File: src/sv/url_percent_decoder_core_macros.svh
// Assertion macros used by the decoder back end (upd_back).
`ifndef URL_PERCENT_DECODER_CORE_MACROS_SVH
`define URL_PERCENT_DECODER_CORE_MACROS_SVH

// Check that cons holds in the same cycle as ante.
`define UPD_ASSERT_SAME(label, ante, cons, msg) \
  label: assert property (@(posedge clk) disable iff (rst) (ante) |-> (cons)) \
    else $error(msg);

// Check that cons holds in the cycle after ante.
`define UPD_ASSERT_NEXT(label, ante, cons, msg) \
  label: assert property (@(posedge clk) disable iff (rst) (ante) |=> (cons)) \
    else $error(msg);

`endif

File: src/sv/upd_pkg.sv
// Types, constants and codes shared by the percent decoder modules.
`default_nettype none

package upd_pkg;

  // Width of the decoded-byte counter.
  localparam int COUNT_BITS = 16;
  // Width of the reported length and of the capacity register.
  localparam int LEN_W = 16;
  // Width wide enough to compare the counter against the capacity limit.
  localparam int CMP_W = (COUNT_BITS > LEN_W) ? COUNT_BITS : LEN_W;
  localparam logic [CMP_W-1:0] COUNT_MAX = CMP_W'({COUNT_BITS{1'b1}});

  localparam logic [LEN_W-1:0] CAP_RESET = LEN_W'(256);

  // Queue geometry, used on both sides.
  localparam int QUEUE_AW = 1;
  localparam int QUEUE_DEPTH = 2 ** QUEUE_AW;

  // Characters with a special meaning.
  localparam logic [7:0] PCT_CHAR   = 8'h25;
  localparam logic [7:0] PLUS_CHAR  = 8'h2B;
  localparam logic [7:0] SPACE_CHAR = 8'h20;

  // Status codes.
  localparam logic [1:0] ST_OK         = 2'd0;
  localparam logic [1:0] ST_BAD_HEX    = 2'd1;
  localparam logic [1:0] ST_INCOMPLETE = 2'd2;
  localparam logic [1:0] ST_OVERFLOW   = 2'd3;

  // Escape phases.
  localparam logic [1:0] PH_IDLE = 2'd0;
  localparam logic [1:0] PH_HIGH = 2'd1;
  localparam logic [1:0] PH_LOW  = 2'd2;

  typedef struct packed {
    logic [7:0] char_code;
    logic       is_end;
  } in_item_t;

  typedef struct packed {
    logic             out_valid;
    logic [7:0]       out_byte;
    logic             done_res;
    logic [1:0]       status;
    logic [LEN_W-1:0] decoded_length;
  } out_item_t;

  // Classified character, passed from front to back.
  typedef struct packed {
    logic [7:0] char_code;
    logic       is_end;
    logic       is_pct;
    logic       is_plus;
    logic       hex_ok;
    logic [3:0] hex_val;
  } cmd_t;

endpackage

`default_nettype wire

File: src/sv/upd_front.sv
// Front end: accepts characters, classifies them and queues them for the back end.
`default_nettype none

module upd_front (
  input  wire               clk,
  input  wire               rst,
  input  wire               push,
  output logic              full,
  input  upd_pkg::in_item_t in_item,
  output logic              cmd_valid,
  output upd_pkg::cmd_t     cmd,
  input  wire               cmd_take
);

  upd_pkg::cmd_t               cls;
  upd_pkg::cmd_t               entry [upd_pkg::QUEUE_DEPTH];
  logic [upd_pkg::QUEUE_AW-1:0] wr_ptr;
  logic [upd_pkg::QUEUE_AW-1:0] rd_ptr;
  logic [upd_pkg::QUEUE_AW:0]   count;
  logic                         do_push;
  logic                         do_pop;

  // Classify the incoming character.
  always_comb begin
    cls.char_code = in_item.char_code;
    cls.is_end    = in_item.is_end;
    cls.is_pct    = (in_item.char_code == upd_pkg::PCT_CHAR);
    cls.is_plus   = (in_item.char_code == upd_pkg::PLUS_CHAR);
    cls.hex_ok    = 1'b1;
    cls.hex_val   = 4'd0;
    if (in_item.char_code inside {[8'h30:8'h39]}) begin
      cls.hex_val = 4'(in_item.char_code - 8'h30);
    end else if (in_item.char_code inside {[8'h41:8'h46]}) begin
      cls.hex_val = 4'(in_item.char_code - 8'h41 + 8'd10);
    end else if (in_item.char_code inside {[8'h61:8'h66]}) begin
      cls.hex_val = 4'(in_item.char_code - 8'h61 + 8'd10);
    end else begin
      cls.hex_ok = 1'b0;
    end
  end

  assign full      = (count == (upd_pkg::QUEUE_AW+1)'(upd_pkg::QUEUE_DEPTH));
  assign cmd_valid = (count != '0);
  assign do_push   = push && !full;
  assign do_pop    = cmd_take && cmd_valid;
  assign cmd       = entry[rd_ptr];

  always_ff @(posedge clk) begin
    if (rst) begin
      wr_ptr <= '0;
      rd_ptr <= '0;
      count  <= '0;
    end else begin
      if (do_push) begin
        wr_ptr <= wr_ptr + 1'b1;
      end
      if (do_pop) begin
        rd_ptr <= rd_ptr + 1'b1;
      end
      case ({do_push, do_pop})
        2'b10:   count <= count + 1'b1;
        2'b01:   count <= count - 1'b1;
        default: count <= count;
      endcase
    end
  end

  always_ff @(posedge clk) begin
    if (do_push) begin
      entry[wr_ptr] <= cls;
    end
  end

endmodule

`default_nettype wire

File: src/sv/upd_back.sv
// Back end: decode state, capacity register and the result queue.
`default_nettype none

`include "url_percent_decoder_core_macros.svh"

module upd_back (
  input  wire                       clk,
  input  wire                       rst,
  input  wire                       cmd_valid,
  input  upd_pkg::cmd_t             cmd,
  output logic                      cmd_take,
  input  wire                       cfg_valid,
  output logic                      cfg_ready,
  input  wire [upd_pkg::LEN_W-1:0]  cfg_data,
  output logic                      empty,
  input  wire                       pop,
  output upd_pkg::out_item_t        out_item
);

  logic [upd_pkg::LEN_W-1:0]      cap;
  logic [1:0]                     phase, phase_next;
  logic [3:0]                     high_nib, high_nib_next;
  logic                           high_bad, high_bad_next;
  logic [upd_pkg::COUNT_BITS-1:0] out_count, out_count_next;
  logic                           halted, halted_next;
  logic [1:0]                     err_code, err_code_next;

  logic [upd_pkg::CMP_W-1:0]      lim_raw;
  logic [upd_pkg::CMP_W-1:0]      lim;
  logic                           at_limit;
  logic                           fire;
  upd_pkg::out_item_t             res_in;

  upd_pkg::out_item_t             entry [upd_pkg::QUEUE_DEPTH];
  logic [upd_pkg::QUEUE_AW-1:0]   wr_ptr;
  logic [upd_pkg::QUEUE_AW-1:0]   rd_ptr;
  logic [upd_pkg::QUEUE_AW:0]     count;
  logic                           res_full;
  logic                           do_pop;

  assign cfg_ready = 1'b1;

  // Length limit: capacity minus one, floored at zero, capped by the counter range.
  assign lim_raw  = (cap == '0) ? '0 : upd_pkg::CMP_W'(cap) - 1'b1;
  assign lim      = (lim_raw > upd_pkg::COUNT_MAX) ? upd_pkg::COUNT_MAX : lim_raw;
  assign at_limit = (upd_pkg::CMP_W'(out_count) >= lim);

  assign res_full = (count == (upd_pkg::QUEUE_AW+1)'(upd_pkg::QUEUE_DEPTH));
  assign fire     = cmd_valid && !res_full;
  assign cmd_take = fire;

  always_comb begin
    phase_next     = phase;
    high_nib_next  = high_nib;
    high_bad_next  = high_bad;
    out_count_next = out_count;
    halted_next    = halted;
    err_code_next  = err_code;
    res_in         = '0;
    if (cmd.is_end) begin
      res_in.done_res       = 1'b1;
      res_in.status         = halted ? err_code :
                              ((phase != upd_pkg::PH_IDLE) ? upd_pkg::ST_INCOMPLETE
                                                           : upd_pkg::ST_OK);
      res_in.decoded_length = upd_pkg::LEN_W'(out_count);
      phase_next     = upd_pkg::PH_IDLE;
      high_nib_next  = 4'd0;
      high_bad_next  = 1'b0;
      out_count_next = '0;
      halted_next    = 1'b0;
      err_code_next  = upd_pkg::ST_OK;
    end else begin
      if (!halted) begin
        case (phase)
          upd_pkg::PH_IDLE: begin
            if (at_limit) begin
              err_code_next = upd_pkg::ST_OVERFLOW;
              halted_next   = 1'b1;
            end else if (cmd.is_pct) begin
              phase_next = upd_pkg::PH_HIGH;
            end else begin
              res_in.out_valid = 1'b1;
              res_in.out_byte  = cmd.is_plus ? upd_pkg::SPACE_CHAR : cmd.char_code;
            end
          end
          upd_pkg::PH_HIGH: begin
            high_nib_next = cmd.hex_val;
            high_bad_next = !cmd.hex_ok;
            phase_next    = upd_pkg::PH_LOW;
          end
          default: begin
            // Low digit; an unused phase code behaves the same.
            if (high_bad || !cmd.hex_ok) begin
              err_code_next = upd_pkg::ST_BAD_HEX;
              halted_next   = 1'b1;
              phase_next    = upd_pkg::PH_IDLE;
            end else begin
              res_in.out_valid = 1'b1;
              res_in.out_byte  = {high_nib, cmd.hex_val};
              phase_next       = upd_pkg::PH_IDLE;
            end
          end
        endcase
        if (res_in.out_valid) begin
          out_count_next = out_count + 1'b1;
        end
      end
      res_in.status         = err_code_next;
      res_in.decoded_length = upd_pkg::LEN_W'(out_count_next);
    end
  end

  always_ff @(posedge clk) begin
    if (rst) begin
      cap       <= upd_pkg::CAP_RESET;
      phase     <= upd_pkg::PH_IDLE;
      high_nib  <= 4'd0;
      high_bad  <= 1'b0;
      out_count <= '0;
      halted    <= 1'b0;
      err_code  <= upd_pkg::ST_OK;
    end else begin
      if (cfg_valid && cfg_ready) begin
        cap <= cfg_data;
      end
      if (fire) begin
        phase     <= phase_next;
        high_nib  <= high_nib_next;
        high_bad  <= high_bad_next;
        out_count <= out_count_next;
        halted    <= halted_next;
        err_code  <= err_code_next;
      end
    end
  end

  // Result queue.
  assign empty    = (count == '0);
  assign do_pop   = pop && !empty;
  assign out_item = entry[rd_ptr];

  always_ff @(posedge clk) begin
    if (rst) begin
      wr_ptr <= '0;
      rd_ptr <= '0;
      count  <= '0;
    end else begin
      if (fire) begin
        wr_ptr <= wr_ptr + 1'b1;
      end
      if (do_pop) begin
        rd_ptr <= rd_ptr + 1'b1;
      end
      case ({fire, do_pop})
        2'b10:   count <= count + 1'b1;
        2'b01:   count <= count - 1'b1;
        default: count <= count;
      endcase
    end
  end

  always_ff @(posedge clk) begin
    if (fire) begin
      entry[wr_ptr] <= res_in;
    end
  end

  `UPD_ASSERT_NEXT(a_end_clears, fire && cmd.is_end, (out_count == '0) && !halted && (phase == upd_pkg::PH_IDLE), "stream state not cleared after end marker")
  `UPD_ASSERT_SAME(a_halted_silent, fire && halted && !cmd.is_end, !res_in.out_valid, "byte produced while halted")
  `UPD_ASSERT_NEXT(a_count_step, fire && res_in.out_valid, out_count == upd_pkg::COUNT_BITS'($past(out_count) + 1'b1), "count did not advance with a byte")

endmodule

`default_nettype wire

File: src/sv/url_percent_decoder_core.sv
// Top level of the streaming form-urlencoded percent decoder.
// Path: an item pushed is classified and written into the front queue, then decoded and
// written into the result queue, where it shows on out_item with empty low.
// Throughput: one item per cycle sustained while neither queue is full; each side holds a two-entry queue.
// Reset (rst, synchronous): queues empty, escape state and count cleared, capacity 256.
`default_nettype none

module url_percent_decoder_core (
  input  wire                      clk,
  input  wire                      rst,
  // Character input queue side.
  input  wire                      push,
  output logic                     full,
  input  upd_pkg::in_item_t        in_item,
  // Result queue side.
  output logic                     empty,
  input  wire                      pop,
  output upd_pkg::out_item_t       out_item,
  // Capacity register write channel.
  input  wire                      cfg_valid,
  output logic                     cfg_ready,
  input  wire [upd_pkg::LEN_W-1:0] cfg_data
);

  // Classified characters travel from front to back through the front queue.
  logic          cmd_valid;
  upd_pkg::cmd_t cmd;
  logic          cmd_take;

  // Front: classify each character ('%', '+', hex digit and value) and hold it
  // until the back end takes it. full is the front queue being full, so the
  // input keeps flowing while results wait downstream, until the front queue fills.
  upd_front u_front (
    .clk       (clk),
    .rst       (rst),
    .push      (push),
    .full      (full),
    .in_item   (in_item),
    .cmd_valid (cmd_valid),
    .cmd       (cmd),
    .cmd_take  (cmd_take)
  );

  // Back: run the escape state machine, count decoded bytes against the
  // capacity limit, record the first error and drop characters after it,
  // and on the end marker report status and length and clear for the next
  // string. One result item per character, queued for the consumer.
  upd_back u_back (
    .clk       (clk),
    .rst       (rst),
    .cmd_valid (cmd_valid),
    .cmd       (cmd),
    .cmd_take  (cmd_take),
    .cfg_valid (cfg_valid),
    .cfg_ready (cfg_ready),
    .cfg_data  (cfg_data),
    .empty     (empty),
    .pop       (pop),
    .out_item  (out_item)
  );

endmodule

`default_nettype wire

File: config.mk
export PLATFORM = sky130hd
export DESIGN_NAME = url_percent_decoder_core
export DESIGN_NICKNAME = d
export VERILOG_FILES = /design/src/sv/upd_pkg.sv /design/src/sv/upd_front.sv /design/src/sv/upd_back.sv /design/src/sv/url_percent_decoder_core.sv
export VERILOG_INCLUDE_DIRS = /design/src /design/src/sv
export SDC_FILE = /design/constraint.sdc
export NUM_CORES = 1
export LEC_CHECK = 0
export BUFFER_PORTS_ARGS = -buffer_cell sky130_fd_sc_hd__clkbuf_2
export CAP_MARGIN = 25
export CORE_MARGIN = 10
export CORE_UTILIZATION = 45
export CTS_BUF_LIST = sky130_fd_sc_hd__clkbuf_4
export DETAILED_ROUTE_END_ITERATION = 16
export GPL_TIMING_DRIVEN = 0
export PLACE_DENSITY = 0.64
export SLEW_MARGIN = 20
export SYNTH_ARGS = -nofsm -noshare
export SYNTH_HDL_FRONTEND = slang
export SYNTH_SLANG_ARGS = --single-unit
File: constraint.sdc
create_clock -name clk -period 3.95 [get_ports clk]
set_clock_uncertainty 0.15 [all_clocks]
set_input_delay 0 -clock clk [delete_from_list [all_inputs] [get_ports clk]]
set_output_delay 0 -clock clk [all_outputs]
set_load 0.005 [all_outputs]
==> run_results.csv <==
group,metric,value,unit
clock_network,clock_latency,0.58,ns
power,clockPowerShare,21.9,%
global_route,grt_max_degree,29,
power,p_int,0.00304,W
synth,async_flop_share,0,%
global_route,grt_overflow,0,
final_layout,final_cell_mix,"edfxtp_1, nand2_1, clkbuf_2, nor2_1, dfxtp_1",
power,powerDensity,539,nW/µm²
timing,post-route-min-period,3.74,ns
synth,synth_top_family_by_area,"simple AND/OR/NAND/NOR gates",
global_route,grt_usage,15.9,%
die,die-height,146,µm
critical_path,end_kind,"flop",
critical_path,path_class,"reg -> reg",
global_route,grt_pass1_vias,5422,
clock_network,clk_pin_slew,0.12,ns
clock_network,cts_tree,"done",
clock_network,cts_inserted_buffers,17,
timing,clock.fmax,0.267,GHz
die,fp.dieArea,21200,µm²
drt,viasPerCell,5.47,
synth,synth_top_area_cell,"edfxtp_1",
min_path,min_path_type,"in -> reg",
synth,synth_cells,645,
power,swShare,33.8,%
power,cellLeakagePower,3.20,nW
final_layout,drive_gt1_share,21.8,%
critical_path,start_kind,"flop",
synth,synth-seq-cells,140,
drt,antenna_left,0,
timing,slew_headroom,39.8,%
clock_network,root_buffer,"clkbuf_4",
place,hpwl,11900,µm
clock_network,clock_path_buffers,2,
synth,synth-xor-area-share,4.44,%
synth,syn-cell-area,7100,µm²
power,peakVddDrop,0.259,mV
synth,syn_nets,700,
timing,tightest_slew,0.902,ns
run,max_cap_viol_count,0,
synth,ys_seq_area_share,51.9,%
die,initial_core_util,46.3,%
status,outcome,"finished, final reports clean",
die,ioPinCount,61,
drt,totalWireLength,16700,µm
critical_path,crit_required,4.13,ns
die,core_region_area,15300,µm²
clock_network,clock-sinks,140,
timing,final_max_slew_viol_count,0,
timing,setup_ws,0.210,ns
synth,synth_mux_area_share,8.44,%
power,p_switching,0.00155,W
place,numPortBuffers,58,
drt,drtPass1Iterations,6,
power,pwr-share-comb,34.0,%
clock_network,htree_num_levels,4,
place,place_ws,-0.276,ns
drt,wl_per_cell,16.8,µm
synth,synth_compound_area_share,12.4,%
synth,synth-simple-area-share,15.1,%
drt,drc,0,
critical_path,arrival,3.92,ns
synth,synth_edf_count,88,
synth,yosysWarnings,0,
synth,synth.area.top_cells,"edfxtp_1, dfxtp_1, mux2_2, ha_1, mux2i_1",
final_layout,layout_commonest_cell,"edfxtp_1",
synth,avgSynthCellArea,11.0,µm²
die,die_w,146,µm
final_layout,nets,823,
global_route,antenna_found_initial,2,
synth,yosysTopAreaCellShare,37.2,%
timing,finalSetupViolations,0,
synth,synth_ff_type,"edfxtp_1",
power,seqPwrFrac,44.1,%
synth,ys_types,70,
global_route,grt_pass1_wl,27600,µm
timing,finalCritPeriodShare,94.7,%
synth,yosys.area_share.adder,4.41,%
drt,drtIter0Drc,589,
die,row_count,45,
drt,num_vias,5434,
power,power,0.00459,W
critical_path,path_max_fanout,10,
place,gp_congestion,0.896,
final_layout,syn_to_final_growth,19.8,%
final_layout,fill_cells,1365,
timing,hold_viol,0,
-- metrics by stage --
stage | area [µm²] | utilization, % | instances | hold WS (ns) | setup TNS [ns]
floorplan | 7100 | - | 645 | -0.0511 | 0
global placement | 7650 | 50.0 | 914 | 0.0683 | -1.27
detailed placement | 7690 | 50.2 | 915 | 0.0750 | -3.21
CTS | 8380 | 54.7 | 984 | 0.00745 | 0
global route | 8510 | 55.5 | 994 | 0.0470 | -0.0239
finish | 8510 | 55.5 | 994 | 0.0488 | 0
-- metal layers --
layer	up-vias	track usage [%]	wire, µm
met3	28	3.48	951
li1	2653	-	-
met2	199	24.5	7640
met1	2551	21.0	7720
met5	-	0	40
met4	3	6.57	349
-- logic make-up after synthesis --
| family | Yosys count |
|---|---|
| flops | 140 |
| compound gates | 116 |
| simple gates | 216 |
| xor+xnor | 36 |
| mux | 55 |
| other cells | 1 |
| fa+ha+maj | 25 |
| buf+inv | 56 |
-- registers in the layout, indices dropped and copies added, names as in the netlist, named ones only --
| name | count |
|---|---|
| u_back.halted | 1 |
| u_front.wr_ptr | 1 |
| u_back.wr_ptr | 1 |
| u_front.entry | 32 |
| u_back.entry | 56 |
| u_back.err_code | 2 |
| u_back.phase | 2 |
| u_back.out_count | 16 |
| u_back.count | 2 |
| u_back.high_bad | 1 |
| u_back.rd_ptr | 1 |
| u_back.cap | 16 |
| u_front.count | 2 |
| u_back.high_nib | 4 |
| u_front.rd_ptr | 1 |
-- power groups by stage --
stage                     Combinational, W  Clock (W)  Sequential, W
after floorplan                   0.000945          0        0.00203
after global placement             0.00141          0        0.00205
after detailed placement           0.00148          0        0.00206
after CTS                          0.00153    0.00103        0.00202
after global routing               0.00172    0.00109        0.00206
final                              0.00156    0.00101        0.00202
-- what timing repair did --
| action | in CTS | in global routing |
|---|---|---|
| hold buffers | 37 | 0 |
| gates resized for setup | 3 | 10 |
| pin swaps | 0 | 7 |
| endpoints found under the hold margin | 77 | 0 |
| endpoints found under the setup margin | 38 | 53 |
| setup buffers | 0 | 8 |
| cloned | 0 | 0 |
-- final cells by class --
| class | instances | area, µm² | share of cell area (%) |
|---|---|---|---|
| clock inverter | 13 | 166 | 1.96 |
| buffer | 37 | 168 | 1.97 |
| tap | 211 | 264 | 3.10 |
| inverter | 19 | 71.3 | 0.838 |
| clock buffer | 19 | 143 | 1.68 |
| timing repair buffer | 104 | 761 | 8.94 |
| antenna | 2 | 5.00 | 0.0588 |
| multi-input combinational | 449 | 3250 | 38.2 |
| sequential | 140 | 3680 | 43.3 |
-- synth_stat cells (4+ instances only) --
library cell	instances
nand2_1	65
ha_1	25
xnor2_1	20
a32oi_1	5
nor2b_1	4
edfxtp_1	88
o32ai_1	6
o2111ai_1	5
a21oi_1	24
a2bb2oi_1	5
inv_2	4
a31oi_1	5
dfxtp_1	52
nand2b_1	5
a221oi_1	4
buf_2	10
mux2_2	28
a2111oi_2	6
o21ai_1	6
a211oi_1	8
and2_1	4
nand4_1	14
nor3_1	8
nand3_1	17
clkbuf_1	21
or3_1	4
mux2i_1	25
o21ai_0	12
xor2_1	16
nor4_1	7
o211ai_1	10
nor2_1	62
inv_1	15
and3_1	8
-- worst paths after layout --
| kind | start | slack [ns] | end | cells past startpoint |
|---|---|---|---|---|
| max | u_back.cap[5]$_SDFFE_PP0P_ | 0.21 | u_back.entry[0][1]$_DFFE_PP_ | 14 |
| min | cfg_data[14] | 0.05 | u_back.cap[14]$_SDFFE_PP0P_ | 4 |
| max reg2reg | u_back.cap[5]$_SDFFE_PP0P_ | 0.21 | u_back.entry[0][1]$_DFFE_PP_ | 14 |
| min reg2reg | u_back.err_code[0]$_SDFFE_PP0P_ | 0.33 | u_back.err_code[0]$_SDFFE_PP0P_ | 2 |
-- worst max-delay path, cell delays in order (launching register included) --
cell      delay (ns)
dfxtp_1         0.38
nor4_4          0.36
buf_4           0.18
nand4_1         0.15
buf_4           0.18
and2_1          0.15
ha_1            0.28
nand2b_1        0.14
a2111o_1        0.42
nand3_2         0.13
and4_1          0.20
buf_4           0.19
o21ai_4         0.10
inv_2           0.12
mux2_1          0.36
Note: power is estimated with default switching activity, not from simulation.
